$ cat config.mk
export PLATFORM = sky130hd
export DESIGN_NAME = round_robin_task_scheduler_flat
export DESIGN_NICKNAME = d
export VERILOG_FILES = /design/src/hdl/rrs_pkg.sv /design/src/hdl/rrs_if.sv /design/src/hdl/rrs_datapath.sv /design/src/hdl/rrs_ctrl.sv /design/src/hdl/round_robin_task_scheduler.sv /design/src/flat_wrapper.sv
export SDC_FILE = /design/constraint.sdc
export NUM_CORES = 1
export LEC_CHECK = 0
export ABC_CLOCK_PERIOD_IN_PS = 9650
export BUFFER_PORTS_ARGS = -buffer_cell sky130_fd_sc_hd__buf_4
export CAP_MARGIN = 20
export CELL_PAD_IN_SITES_DETAIL_PLACEMENT = 1
export CELL_PAD_IN_SITES_GLOBAL_PLACEMENT = 2
export CORE_MARGIN = 2
export CORE_UTILIZATION = 31
export CTS_CLUSTER_SIZE = 8
export DETAILED_ROUTE_END_ITERATION = 10
export MAX_ROUTING_LAYER = met4
export PLACE_DENSITY_LB_ADDON = 0.1
export SETUP_SLACK_MARGIN = 0.5
export SLEW_MARGIN = 20
export SYNTH_ARGS = -nofsm -noshare
export SYNTH_HDL_FRONTEND = slang
export SYNTH_SLANG_ARGS = --single-unit
$ cat constraint.sdc
create_clock -name clk -period 9.65 [get_ports clk]
set_input_delay 2.895 -clock clk [delete_from_list [all_inputs] [get_ports clk]]
set_output_delay 2.895 -clock clk [all_outputs]
set_load 0.05 [all_outputs]
$ cat src/hdl/rrs_pkg.sv
`timescale 1ns / 1ps

package rrs_pkg;

  // Default table size: idle slot plus three tasks
  localparam int SLOTS_DEF = 4;

  // Command codes carried by the input word
  typedef enum logic [1:0] {
    CMD_SCHED  = 2'd0,
    CMD_SLEEP  = 2'd1,
    CMD_EXIT   = 2'd2,
    CMD_CREATE = 2'd3
  } cmd_t;

  // Per-slot task state
  typedef enum logic [1:0] {
    ST_RUNNING  = 2'd0,
    ST_READY    = 2'd1,
    ST_SLEEPING = 2'd2,
    ST_DEAD     = 2'd3
  } slot_st_t;

  // Create status codes reported in the result word
  typedef enum logic [1:0] {
    CS_NONE    = 2'd0,
    CS_CREATED = 2'd1,
    CS_FULL    = 2'd2
  } cstat_t;

  // How the slot cursor moves
  typedef enum logic [2:0] {
    IDX_HOLD,
    IDX_FIRST,
    IDX_RUN,
    IDX_NEXT,
    IDX_RR,
    IDX_RR_RUN,
    IDX_APP
  } idx_op_t;

  // Controller to datapath
  typedef struct packed {
    logic     capture;
    idx_op_t  idx_op;
    logic     cnt_clr;
    logic     cnt_inc;
    logic     st_we;
    slot_st_t st_val;
    logic     wk_we;
    logic     wk_add;
    logic     run_commit;
    logic     hu_inc;
    logic     cslot_set;
    logic     out_load;
    logic     out_switched;
    cstat_t   out_cstat;
    logic     out_no_ready;
  } dp_cmd_t;

  // Datapath to controller
  typedef struct packed {
    cmd_t cmd;
    logic rd_dead;
    logic rd_sleeping;
    logic rd_due;
    logic idx_at_hu;
    logic hu_zero;
    logic hu_full;
    logic cnt_at_hu;
  } dp_stat_t;

endpackage

$ cat src/hdl/rrs_if.sv
`timescale 1ns / 1ps

// Command word channel
interface rrs_in_if;
  logic        valid;
  logic        ready;
  logic [1:0]  command;
  logic [31:0] current_time;
  logic [31:0] sleep_seconds;

  modport source (output valid, command, current_time, sleep_seconds, input ready);
  modport sink   (input valid, command, current_time, sleep_seconds, output ready);
endinterface

// Result word channel
interface rrs_out_if import rrs_pkg::*; #(
  parameter int SLOTS = SLOTS_DEF
);
  localparam int IDX_W = $clog2(SLOTS);

  logic             valid;
  logic             ready;
  logic [IDX_W-1:0] running_slot;
  logic [IDX_W-1:0] previous_slot;
  logic             switched;
  logic [1:0]       create_status;
  logic [IDX_W-1:0] created_slot;
  logic             no_ready;

  modport source (output valid, running_slot, previous_slot, switched, create_status,
                  created_slot, no_ready, input ready);
  modport sink   (input valid, running_slot, previous_slot, switched, create_status,
                  created_slot, no_ready, output ready);
endinterface

$ cat src/hdl/rrs_datapath.sv
`timescale 1ns / 1ps

module rrs_datapath import rrs_pkg::*; #(
  parameter int SLOTS = SLOTS_DEF
) (
  input  logic                       clk,
  input  logic                       rst_n,
  input  dp_cmd_t                    cmd,
  output dp_stat_t                   stat,
  input  logic [1:0]                 in_command,
  input  logic [31:0]                in_current_time,
  input  logic [31:0]                in_sleep_seconds,
  output logic [$clog2(SLOTS)-1:0]   out_running_slot,
  output logic [$clog2(SLOTS)-1:0]   out_previous_slot,
  output logic                       out_switched,
  output logic [1:0]                 out_create_status,
  output logic [$clog2(SLOTS)-1:0]   out_created_slot,
  output logic                       out_no_ready
);

  localparam int IDX_W = $clog2(SLOTS);

  // Captured command word
  cmd_t        cmd_r;
  logic [31:0] now_r;
  logic [31:0] secs_r;

  // Slot table: state and wake time, one read and one write port each
  slot_st_t    st_mem [SLOTS];
  logic [31:0] wk_mem [SLOTS];
  logic [SLOTS-1:0] st_vld_r;
  logic [SLOTS-1:0] wk_vld_r;

  slot_st_t    rd_st_raw_r;
  logic [31:0] rd_wk_raw_r;
  logic        rd_st_vld_r;
  logic        rd_wk_vld_r;
  logic        rd_idx0_r;
  slot_st_t    rd_st;
  logic [31:0] rd_wk;
  logic [31:0] wk_wdata;

  // Scheduler registers
  logic [IDX_W-1:0] idx_r;
  logic [IDX_W-1:0] cnt_r;
  logic [IDX_W-1:0] run_r;
  logic [IDX_W-1:0] prev_r;
  logic [IDX_W-1:0] hu_r;
  logic [IDX_W-1:0] cslot_r;

  function automatic logic [IDX_W-1:0] rr_next(input logic [IDX_W-1:0] x,
                                               input logic [IDX_W-1:0] top);
    logic [IDX_W-1:0] res;
    res = (x >= top) ? '0 : x + IDX_W'(1);
    return res;
  endfunction

  // Input capture
  always_ff @(posedge clk) begin
    if (cmd.capture) begin
      cmd_r  <= cmd_t'(in_command);
      now_r  <= in_current_time;
      secs_r <= in_sleep_seconds;
    end
  end

  // Table memories; read data registered every cycle at the cursor
  always_ff @(posedge clk) begin
    if (cmd.st_we) begin
      st_mem[idx_r] <= cmd.st_val;
    end
    if (cmd.wk_we) begin
      wk_mem[idx_r] <= wk_wdata;
    end
    rd_st_raw_r <= st_mem[idx_r];
    rd_wk_raw_r <= wk_mem[idx_r];
  end

  // Written-entry flags; an unwritten entry reads as its reset value
  always_ff @(posedge clk) begin
    if (!rst_n) begin
      st_vld_r <= '0;
      wk_vld_r <= '0;
    end else begin
      if (cmd.st_we) begin
        st_vld_r[idx_r] <= 1'b1;
      end
      if (cmd.wk_we) begin
        wk_vld_r[idx_r] <= 1'b1;
      end
    end
  end

  always_ff @(posedge clk) begin
    rd_st_vld_r <= st_vld_r[idx_r];
    rd_wk_vld_r <= wk_vld_r[idx_r];
    rd_idx0_r   <= (idx_r == '0);
  end

  always_comb begin
    if (rd_st_vld_r) begin
      rd_st = rd_st_raw_r;
    end else if (rd_idx0_r) begin
      rd_st = ST_RUNNING;
    end else begin
      rd_st = ST_DEAD;
    end
    rd_wk    = rd_wk_vld_r ? rd_wk_raw_r : '0;
    // sleep adds to the old wake time (wraps); create stamps the present time
    wk_wdata = cmd.wk_add ? (rd_wk + secs_r) : now_r;
  end

  // Cursor and visit counter
  always_ff @(posedge clk) begin
    unique case (cmd.idx_op)
      IDX_HOLD:   idx_r <= idx_r;
      IDX_FIRST:  idx_r <= IDX_W'(1);
      IDX_RUN:    idx_r <= run_r;
      IDX_NEXT:   idx_r <= idx_r + IDX_W'(1);
      IDX_RR:     idx_r <= rr_next(idx_r, hu_r);
      IDX_RR_RUN: idx_r <= rr_next(run_r, hu_r);
      IDX_APP:    idx_r <= hu_r + IDX_W'(1);
      default:    idx_r <= idx_r;
    endcase
    if (cmd.cnt_clr) begin
      cnt_r <= '0;
    end else if (cmd.cnt_inc) begin
      cnt_r <= cnt_r + IDX_W'(1);
    end
  end

  // Running / previous / highest used
  always_ff @(posedge clk) begin
    if (!rst_n) begin
      run_r  <= '0;
      prev_r <= IDX_W'(1);
      hu_r   <= '0;
    end else begin
      if (cmd.run_commit) begin
        prev_r <= run_r;
        run_r  <= idx_r;
      end
      if (cmd.hu_inc) begin
        hu_r <= hu_r + IDX_W'(1);
      end
    end
  end

  // Created slot and result word
  always_ff @(posedge clk) begin
    if (cmd.capture) begin
      cslot_r <= '0;
    end else if (cmd.cslot_set) begin
      cslot_r <= idx_r;
    end
    if (cmd.out_load) begin
      out_running_slot  <= run_r;
      out_previous_slot <= prev_r;
      out_switched      <= cmd.out_switched;
      out_create_status <= cmd.out_cstat;
      out_created_slot  <= cslot_r;
      out_no_ready      <= cmd.out_no_ready;
    end
  end

  // Status back to the controller
  always_comb begin
    stat.cmd         = cmd_r;
    stat.rd_dead     = (rd_st == ST_DEAD);
    stat.rd_sleeping = (rd_st == ST_SLEEPING);
    stat.rd_due      = (rd_wk <= now_r);
    stat.idx_at_hu   = (idx_r == hu_r);
    stat.hu_zero     = (hu_r == '0);
    stat.hu_full     = (hu_r == IDX_W'(SLOTS - 1));
    stat.cnt_at_hu   = (cnt_r == hu_r);
  end

endmodule

$ cat src/hdl/rrs_ctrl.sv
`timescale 1ns / 1ps

module rrs_ctrl import rrs_pkg::*; (
  input  logic     clk,
  input  logic     rst_n,
  input  logic     in_valid,
  output logic     in_ready,
  output logic     out_valid,
  input  logic     out_ready,
  input  dp_stat_t stat,
  output dp_cmd_t  cmd
);

  typedef enum logic [3:0] {
    S_IDLE,
    S_START,
    S_C_RD,
    S_C_EV,
    S_C_APP,
    S_C_WR,
    S_K_RD,
    S_K_EV,
    S_W_BEGIN,
    S_W_RD,
    S_W_EV,
    S_S_BEGIN,
    S_S_RD,
    S_S_EV,
    S_DONE
  } state_t;

  state_t state_r, state_nxt;
  logic   in_ready_r, in_ready_nxt;
  logic   out_valid_r, out_valid_nxt;
  logic   sw_r, sw_nxt;
  cstat_t cst_r, cst_nxt;
  logic   nr_r, nr_nxt;

  assign in_ready  = in_ready_r;
  assign out_valid = out_valid_r;

  // Sequencer: decode and next state
  always_comb begin
    state_nxt     = state_r;
    in_ready_nxt  = in_ready_r;
    out_valid_nxt = out_valid_r;
    sw_nxt        = sw_r;
    cst_nxt       = cst_r;
    nr_nxt        = nr_r;
    cmd           = '0;
    cmd.idx_op    = IDX_HOLD;
    cmd.st_val    = ST_RUNNING;
    cmd.out_cstat = CS_NONE;

    if (out_valid_r && out_ready) begin
      out_valid_nxt = 1'b0;
    end

    unique case (state_r)
      S_IDLE: begin
        if (in_valid && in_ready_r) begin
          cmd.capture  = 1'b1;
          in_ready_nxt = 1'b0;
          sw_nxt       = 1'b0;
          cst_nxt      = CS_NONE;
          nr_nxt       = 1'b0;
          state_nxt    = S_START;
        end
      end

      S_START: begin
        unique case (stat.cmd)
          CMD_CREATE: begin
            if (stat.hu_zero) begin
              state_nxt = S_C_APP;
            end else begin
              cmd.idx_op = IDX_FIRST;
              state_nxt  = S_C_RD;
            end
          end
          CMD_SLEEP, CMD_EXIT: begin
            cmd.idx_op = IDX_RUN;
            state_nxt  = S_K_RD;
          end
          CMD_SCHED: state_nxt = S_W_BEGIN;
          default:   state_nxt = S_W_BEGIN;
        endcase
      end

      // create: look for the lowest dead slot
      S_C_RD: state_nxt = S_C_EV;
      S_C_EV: begin
        if (stat.rd_dead) begin
          cmd.st_we     = 1'b1;
          cmd.st_val    = ST_READY;
          cmd.wk_we     = 1'b1;
          cmd.cslot_set = 1'b1;
          cst_nxt       = CS_CREATED;
          state_nxt     = S_DONE;
        end else if (stat.idx_at_hu) begin
          state_nxt = S_C_APP;
        end else begin
          cmd.idx_op = IDX_NEXT;
          state_nxt  = S_C_RD;
        end
      end
      S_C_APP: begin
        if (stat.hu_full) begin
          cst_nxt   = CS_FULL;
          state_nxt = S_DONE;
        end else begin
          cmd.hu_inc = 1'b1;
          cmd.idx_op = IDX_APP;
          state_nxt  = S_C_WR;
        end
      end
      S_C_WR: begin
        cmd.st_we     = 1'b1;
        cmd.st_val    = ST_READY;
        cmd.wk_we     = 1'b1;
        cmd.cslot_set = 1'b1;
        cst_nxt       = CS_CREATED;
        state_nxt     = S_DONE;
      end

      // sleep / exit on the running slot
      S_K_RD: state_nxt = S_K_EV;
      S_K_EV: begin
        cmd.st_we = 1'b1;
        if (stat.cmd == CMD_SLEEP) begin
          cmd.st_val = ST_SLEEPING;
          cmd.wk_we  = 1'b1;
          cmd.wk_add = 1'b1;
        end else begin
          cmd.st_val = ST_DEAD;
        end
        state_nxt = S_W_BEGIN;
      end

      // wake pass over slots 1..highest used
      S_W_BEGIN: begin
        if (stat.hu_zero) begin
          state_nxt = S_S_BEGIN;
        end else begin
          cmd.idx_op = IDX_FIRST;
          state_nxt  = S_W_RD;
        end
      end
      S_W_RD: state_nxt = S_W_EV;
      S_W_EV: begin
        if (stat.rd_due && !stat.rd_dead) begin
          cmd.st_we  = 1'b1;
          cmd.st_val = ST_READY;
        end
        if (stat.idx_at_hu) begin
          state_nxt = S_S_BEGIN;
        end else begin
          cmd.idx_op = IDX_NEXT;
          state_nxt  = S_W_RD;
        end
      end

      // round-robin pick after the running slot
      S_S_BEGIN: begin
        cmd.idx_op  = IDX_RR_RUN;
        cmd.cnt_clr = 1'b1;
        state_nxt   = S_S_RD;
      end
      S_S_RD: state_nxt = S_S_EV;
      S_S_EV: begin
        if (!stat.rd_sleeping && !stat.rd_dead) begin
          cmd.st_we      = 1'b1;
          cmd.st_val     = ST_RUNNING;
          cmd.run_commit = 1'b1;
          sw_nxt         = 1'b1;
          state_nxt      = S_DONE;
        end else if (stat.cnt_at_hu) begin
          nr_nxt    = 1'b1;
          state_nxt = S_DONE;
        end else begin
          cmd.idx_op  = IDX_RR;
          cmd.cnt_inc = 1'b1;
          state_nxt   = S_S_RD;
        end
      end

      // hand the result to the output register once it is free
      S_DONE: begin
        if (!out_valid_r || out_ready) begin
          cmd.out_load     = 1'b1;
          cmd.out_switched = sw_r;
          cmd.out_cstat    = cst_r;
          cmd.out_no_ready = nr_r;
          out_valid_nxt    = 1'b1;
          in_ready_nxt     = 1'b1;
          state_nxt        = S_IDLE;
        end
      end

      default: state_nxt = S_IDLE;
    endcase
  end

  // State and registered outputs
  always_ff @(posedge clk) begin
    if (!rst_n) begin
      state_r     <= S_IDLE;
      in_ready_r  <= 1'b1;
      out_valid_r <= 1'b0;
      sw_r        <= 1'b0;
      cst_r       <= CS_NONE;
      nr_r        <= 1'b0;
    end else begin
      state_r     <= state_nxt;
      in_ready_r  <= in_ready_nxt;
      out_valid_r <= out_valid_nxt;
      sw_r        <= sw_nxt;
      cst_r       <= cst_nxt;
      nr_r        <= nr_nxt;
    end
  end

endmodule

$ cat src/hdl/round_robin_task_scheduler.sv
`timescale 1ns / 1ps

// Round-robin task scheduler with sleep timers. Slot 0 is the idle task; up to
// SLOTS-1 tasks are created into the lowest dead slot or appended. Each command
// word (schedule, sleep, exit, create) gives exactly one result word. Words are
// handled one at a time by a sequencer walking the slot table through its single
// read port, each slot visit being an address step, then an evaluate/write back.
// A schedule runs a wake pass over slots 1 to the highest used slot, then a
// round-robin pick after the running slot; sleep and exit first write the
// running slot. A create probes for the lowest dead slot, then appends or
// reports the table full. in_ready rises together with the registered result,
// so the next word can be accepted even while that result is still waiting on
// out_bus.ready. The table needs no clearing pass after reset.

module round_robin_task_scheduler import rrs_pkg::*; #(
  parameter int SLOTS = SLOTS_DEF
) (
  input  logic         clk,
  input  logic         rst_n,
  rrs_in_if.sink       in_bus,
  rrs_out_if.source    out_bus
);

  dp_cmd_t  dp_cmd;
  dp_stat_t dp_stat;

  rrs_ctrl u_ctrl (
    .clk       (clk),
    .rst_n     (rst_n),
    .in_valid  (in_bus.valid),
    .in_ready  (in_bus.ready),
    .out_valid (out_bus.valid),
    .out_ready (out_bus.ready),
    .stat      (dp_stat),
    .cmd       (dp_cmd)
  );

  rrs_datapath #(
    .SLOTS (SLOTS)
  ) u_datapath (
    .clk               (clk),
    .rst_n             (rst_n),
    .cmd               (dp_cmd),
    .stat              (dp_stat),
    .in_command        (in_bus.command),
    .in_current_time   (in_bus.current_time),
    .in_sleep_seconds  (in_bus.sleep_seconds),
    .out_running_slot  (out_bus.running_slot),
    .out_previous_slot (out_bus.previous_slot),
    .out_switched      (out_bus.switched),
    .out_create_status (out_bus.create_status),
    .out_created_slot  (out_bus.created_slot),
    .out_no_ready      (out_bus.no_ready)
  );

endmodule

$ cat src/flat_wrapper.sv
// flat-port wrapper written by rule: the top's interface ports become plain ports
module round_robin_task_scheduler_flat import rrs_pkg::*;
#(
  parameter int SLOTS = SLOTS_DEF
)
  (clk, rst_n, in_bus_valid, in_bus_command, in_bus_current_time, in_bus_sleep_seconds, in_bus_ready, out_bus_valid, out_bus_running_slot, out_bus_previous_slot, out_bus_switched, out_bus_create_status, out_bus_created_slot, out_bus_no_ready, out_bus_ready);
  rrs_in_if in_bus_i ();
  rrs_out_if #(.SLOTS(SLOTS)) out_bus_i ();
  input  logic clk;
  input  logic rst_n;
  input wire logic [$bits(in_bus_i.valid)-1:0] in_bus_valid;
  input wire logic [$bits(in_bus_i.command)-1:0] in_bus_command;
  input wire logic [$bits(in_bus_i.current_time)-1:0] in_bus_current_time;
  input wire logic [$bits(in_bus_i.sleep_seconds)-1:0] in_bus_sleep_seconds;
  output wire logic [$bits(in_bus_i.ready)-1:0] in_bus_ready;
  output wire logic [$bits(out_bus_i.valid)-1:0] out_bus_valid;
  output wire logic [$bits(out_bus_i.running_slot)-1:0] out_bus_running_slot;
  output wire logic [$bits(out_bus_i.previous_slot)-1:0] out_bus_previous_slot;
  output wire logic [$bits(out_bus_i.switched)-1:0] out_bus_switched;
  output wire logic [$bits(out_bus_i.create_status)-1:0] out_bus_create_status;
  output wire logic [$bits(out_bus_i.created_slot)-1:0] out_bus_created_slot;
  output wire logic [$bits(out_bus_i.no_ready)-1:0] out_bus_no_ready;
  input wire logic [$bits(out_bus_i.ready)-1:0] out_bus_ready;
  assign in_bus_i.valid = in_bus_valid;
  assign in_bus_i.command = in_bus_command;
  assign in_bus_i.current_time = in_bus_current_time;
  assign in_bus_i.sleep_seconds = in_bus_sleep_seconds;
  assign in_bus_ready = in_bus_i.ready;
  assign out_bus_valid = out_bus_i.valid;
  assign out_bus_running_slot = out_bus_i.running_slot;
  assign out_bus_previous_slot = out_bus_i.previous_slot;
  assign out_bus_switched = out_bus_i.switched;
  assign out_bus_create_status = out_bus_i.create_status;
  assign out_bus_created_slot = out_bus_i.created_slot;
  assign out_bus_no_ready = out_bus_i.no_ready;
  assign out_bus_i.ready = out_bus_ready;
  round_robin_task_scheduler #(.SLOTS(SLOTS)) u_core (.clk(clk), .rst_n(rst_n), .in_bus(in_bus_i), .out_bus(out_bus_i));
endmodule
; Yosys cells after proc, flatten, opt, wreduce, memory -nomap -nowiden
; Memory sizes are Yosys's and may differ from the RTL's. A register that Yosys moved wholly into a read port is not among the register bits.
; Index checks and enable logic that the tools add are counted.
; W data, S select, Z words.
[totals]
regBits = 109
mem_count = 2
in_bits = 70
output_inout_bits = 12
mem_bits_ro = 0
ramBits = 136
latchBits = 0
elab_cells = 173
[classes]
bitwise_logic = 2
add_sub_neg = 5
n_mux = 74
n_eq_ne = 35
shift = 0
multipliers = 0
n_div = 0
order_cmp = 5
reduce_logical = 24
[mem_list]
columns = name, depth, width, rd, rd_clocked_by_memory_dff, wr, line
row1 = u_core.u_datapath.wk_mem, 4, 32, 1, 1, 1, rrs_datapath.sv:30  ; logic [31:0] wk_mem [SLOTS];
row2 = u_core.u_datapath.st_mem, 4, 2, 1, 1, 1, rrs_datapath.sv:29  ; slot_st_t st_mem [SLOTS];
[ops]
columns = cell, n
row1 = $mux W32, 2
row2 = $pmux W4 S15, 1
row3 = $add A32 B32 Y32, 1
row4 = $le A32 B32 Y1, 1
row5 = $mux W1, 29
row6 = $eq A4 B4 Y1 const B, 7
row7 = $mux W2, 13
row8 = $mux W4, 6
row9 = $mux W3, 7
row10 = $pmux W3 S7, 1
row11 = $eq A4 B3 Y1 const B, 4
row12 = $pmux W3 S5, 1
row13 = $pmux W2 S6, 1
row14 = $pmux W4 S3, 1
row15 = $eq A2 B2 Y1 const B, 5
row16 = $mux W5, 2
row17 = $ne A2 B2 Y1 const B, 5
row18 = $eq A3 B3 Y1 const B, 3
row19 = $add A2 B1 Y2 const B, 4
row20 = $eq A4 B2 Y1 const B, 2
row21 = $or A4 B4 Y4, 2
row22 = $pmux W1 S2, 4
row23 = $pmux W2 S4, 1
row24 = $reduce_and A4 Y1, 2
row25 = other kinds (24), 40

; Longest topological paths before layout
[logic_depth]
ltp_word = 9
ltp_mapped = 14

; Modules after synthesis
; Synthesis repeated with hierarchy kept, for this count alone.
[hier_totals]
cells_unflattened = 1151
hier_area_um2 = 13903.3
[by_module_without_submodules]
columns = module, cells_each, area_per_inst_um2, n_inst
row1 = rrs_datapath, 1010, 12953.7, 1
row2 = rrs_ctrl, 141, 949.7, 1

; Least setup slack after synthesis
; OpenSTA, ideal clock, no wires.
[synth_path]
kind = in2reg
start = in in_bus_valid
end = reg u_core.u_datapath.cmd_r[0], enable pin
path_slack_ns = 4.475
cell_stages = 3
arrival_ns = 4.754
setup_time_ns = 0.421
path_buffers = 0
required_ns = 9.229
cell_sequence = nand2_1 > or4_1 > inv_1
[synth_rtl]
columns = item, line
row1 = "start, declared", flat_wrapper.sv:11  ; input wire logic [$bits(in_bus_i.valid)-1:0] in_bus_valid;
row2 = "end signal, assigned", rrs_datapath.sv:61  ; cmd_r <= cmd_t'(in_command);
row3 = "end, declared", rrs_datapath.sv:24  ; cmd_t cmd_r;

==> metrics.cfg <==
[worst_setup_path]
cp_top_family = buffers and inverters
cp_max_fo = 68
critPathLaunchType = primary input
arrival_ns = 4.36
cp_cell_sequence = buf_4 -> nand2_1 -> or4_1 -> inv_2 -> buf_4
max_stage_delay_ns = 0.71
worst-setup-path-type = primary input to register
worstPathRequired_ns = 9.81
setup.worst_path.end_class = register
path_buf_inv = 3
cpMaxStageDelayCell = buf_4
crit_top_cell = buf_4

[sta]
min_period_ns = 4.20
fmaxAchievable_mhz = 238
worstMarginPinSlew_ns = 0.960
setup_viol = 0
relSlewSlack_pct = 36.0
fin_skew_ns = 0.0234
fin_crit_sh_pct = 43.5
holdWs_ns = 0.430
rsz0062_at_grt = no
finalHoldViolations = 0
setup_tns_ns = 0
drv_slew = 0

[power]
vdd_ir_drop_max_v = 0.000122
leakage_uw = 0.00598
power-per-cell-area_nw_per_um2 = 263

[cts]
clockBufferDepth = 3
cts_tree = yes
post_cts_buffers = 0
cts_resized = 0
cts_sinks = 279
worstSkewPairLatency_ns = 0.56
holdBufCountCts = 0
clk_pin_slew_ns = 0.05
root_buffer = clkbuf_16
htreeDepth = 2
numCtsBuffers = 41

[global_route]
first_global_vias = 8765
grt_pass1_wl_um = 51600
grt_usage_pct = 16.1
antenna_found_initial = 0
grt_max_degree = 71
overflow = 0

[placed_design]
port_buffers = 81
place_congestion = 0.777
dp_hpwl_um = 21700

[floorplanning]
core_area_sq_um = 41700
die_area_sq_um = 43600
die_h_um = 209
die_w_um = 209
ios = 82
initial_core_util_pct = 31.2
rows = 75

[cells_and_area]
fillCellCount = 4429
nets = 1232
n_antenna_cell = 0
layout_commonest_cell = edfxtp_1
layout-drive-gt1-share_pct = 18.1
layout_common_cells = edfxtp_1 (214), buf_4 (92), ha_1 (75), nand2_1 (65), dfxtp_1 (64)
synthToLayoutAreaGrowth_pct = 18.8
fin_util_pct = 37.1
register_area_sq_um = 7730
multi_input_area_sq_um = 4960

[logic_synthesis]
synth_edf_count = 214
synth_ff_type = edfxtp_1
syn_area_sq_um = 13000
async_flop_share_pct = 0
synth_seq_cells = 279
synthesis.nets = 1132
yosysSeqAreaShare_pct = 59.4
avgSynthCellArea_sq_um = 13.2
synthCells = 986
synth_warnings = 0
synth_cell_type_count = 76

[drt]
wl_per_cell_um = 20.0
dr.pass1.iters = 4
vias_per_cell = 4.92
first_iter_violations = 428
vias = 8150
finalWirelength_um = 33100
drc = 0
final_antenna_net_count = 0

[run]
cap_violations = 0

[min_path]
hp-class = register to register

[outcome]
status = complete, no violations

==> state kept, by name, indices dropped and copies added, names as in the netlist, 4 cells and up <==
name                           cells
u_core.u_datapath.secs_r          32
u_core.u_ctrl.state_r              4
u_core.u_datapath.now_r           32
u_core.u_datapath.st_mem           8
u_core.u_datapath.wk_mem         128
u_core.u_datapath.rd_wk_raw_r     32
u_core.u_datapath.st_vld_r         4
u_core.u_datapath.wk_vld_r         4
==> per-stage QoR <==
| step | cells | total power, uW | setup slack [ns] | cell area, sq um |
|---|---|---|---|---|
| after floorplan | 986 | 2410 | 4.48 | 13000 |
| after global placement | 1582 | 2740 | 4.90 | 14200 |
| after detailed placement | 1582 | 2740 | 4.85 | 14200 |
| after CTS | 1657 | 4140 | 5.44 | 15400 |
| after global routing | 1657 | 4300 | 5.33 | 15400 |
| final | 1657 | 4060 | 5.45 | 15400 |
==> worst reg2reg max path: stages (launching register included) <==
cell and delay, ns:
dfxtp_2 0.87, nand2_1 0.19, inv_1 0.09, ha_1 0.19, fa_1 0.26, o2111ai_1 0.18, a21boi_1 0.38, nand3_1 0.33
nand4_1 0.18, o211ai_1 0.18, o21ai_0 0.27, xnor2_1 0.11, o21ai_0 0.35
==> cell type report <==
type | instances | area share, %
inverters | 48 | 1.17
well taps | 539 | 4.37
flip-flops and latches | 279 | 50.0
repair buffers | 92 | 4.47
clock inverters | 2 | 0.0810
multi-input cells | 624 | 32.1
clock buffers | 73 | 7.76
==> layer usage <==
layer	part of all wire, %	vias up	GRT usage [%]
met5	0	-	-
met4	2.6	0	5.86
met3	4.0	58	2.68
met2	48	130	26.1
met1	46	4023	20.3
li1	-	3939	-
==> synthesized netlist by cell type (all sizes together) (3+ instances only) <==
master	number	area, sq um
and2	45	293
a21boi	3	22.5
clkbuf	23	86.3
or2	4	25.0
a311oi	3	26.3
nand4	12	75.1
inv	48	180
o31ai	6	58.8
a211o	3	26.3
nor3b	8	60.1
nor4b	4	35.0
a21o	28	210
o22ai	5	31.3
o21a	11	82.6
a211oi	5	42.5
a31oi	9	56.3
and3	6	37.5
nand2b	9	56.3
nand3	23	120
mux2i	6	60.1
edfxtp	214	6430
a221oi	4	41.3
o211ai	3	27.5
mux4	36	811
nand3b	3	22.5
ha	75	938
nand2	66	248
o2111ai	3	26.3
dfxtp	65	1300
xor2	14	123
xnor2	19	166
nor2b	18	113
o21ai	47	243
buf	12	56.3
o21bai	6	45.0
a21oi	53	273
nor2	42	158
nor3	15	80.1
==> where the power goes <==
part	internal, uW	switching, uW
clock network	831	525
logic	387	606
registers	1600	111
==> worst paths after layout <==
| check | depth (start not counted) | endpoint | start | slack (ns) |
|---|---|---|---|---|
| worst min-delay path | 0 | u_core.u_datapath.out_created_slot[0] | u_core.u_datapath.cslot_r[0] | 0.43 |
| worst min register to register | 0 | u_core.u_datapath.out_created_slot[0] | u_core.u_datapath.cslot_r[0] | 0.43 |
| worst max register to register | 12 | u_core.u_datapath.wk_mem[0][20] | u_core.u_datapath.rd_wk_vld_r | 5.82 |
| worst max-delay path | 5 | u_core.u_datapath.secs_r[12] | in_bus_valid | 5.45 |
==> cells by family after synthesis <==
logic type / after synthesis / synth area share (%)
adders and majority gates: 76 / 7.37
DFF: 279 / 59.4
xor gates and xnor gates: 33 / 2.22
muxes: 44 / 6.87
AOI/OAI and AO/OA: 204 / 10.6
buffers and inverters: 83 / 2.48
and+or+nand+nor: 267 / 11.1
Note: power is estimated with default switching activity, not from simulation.
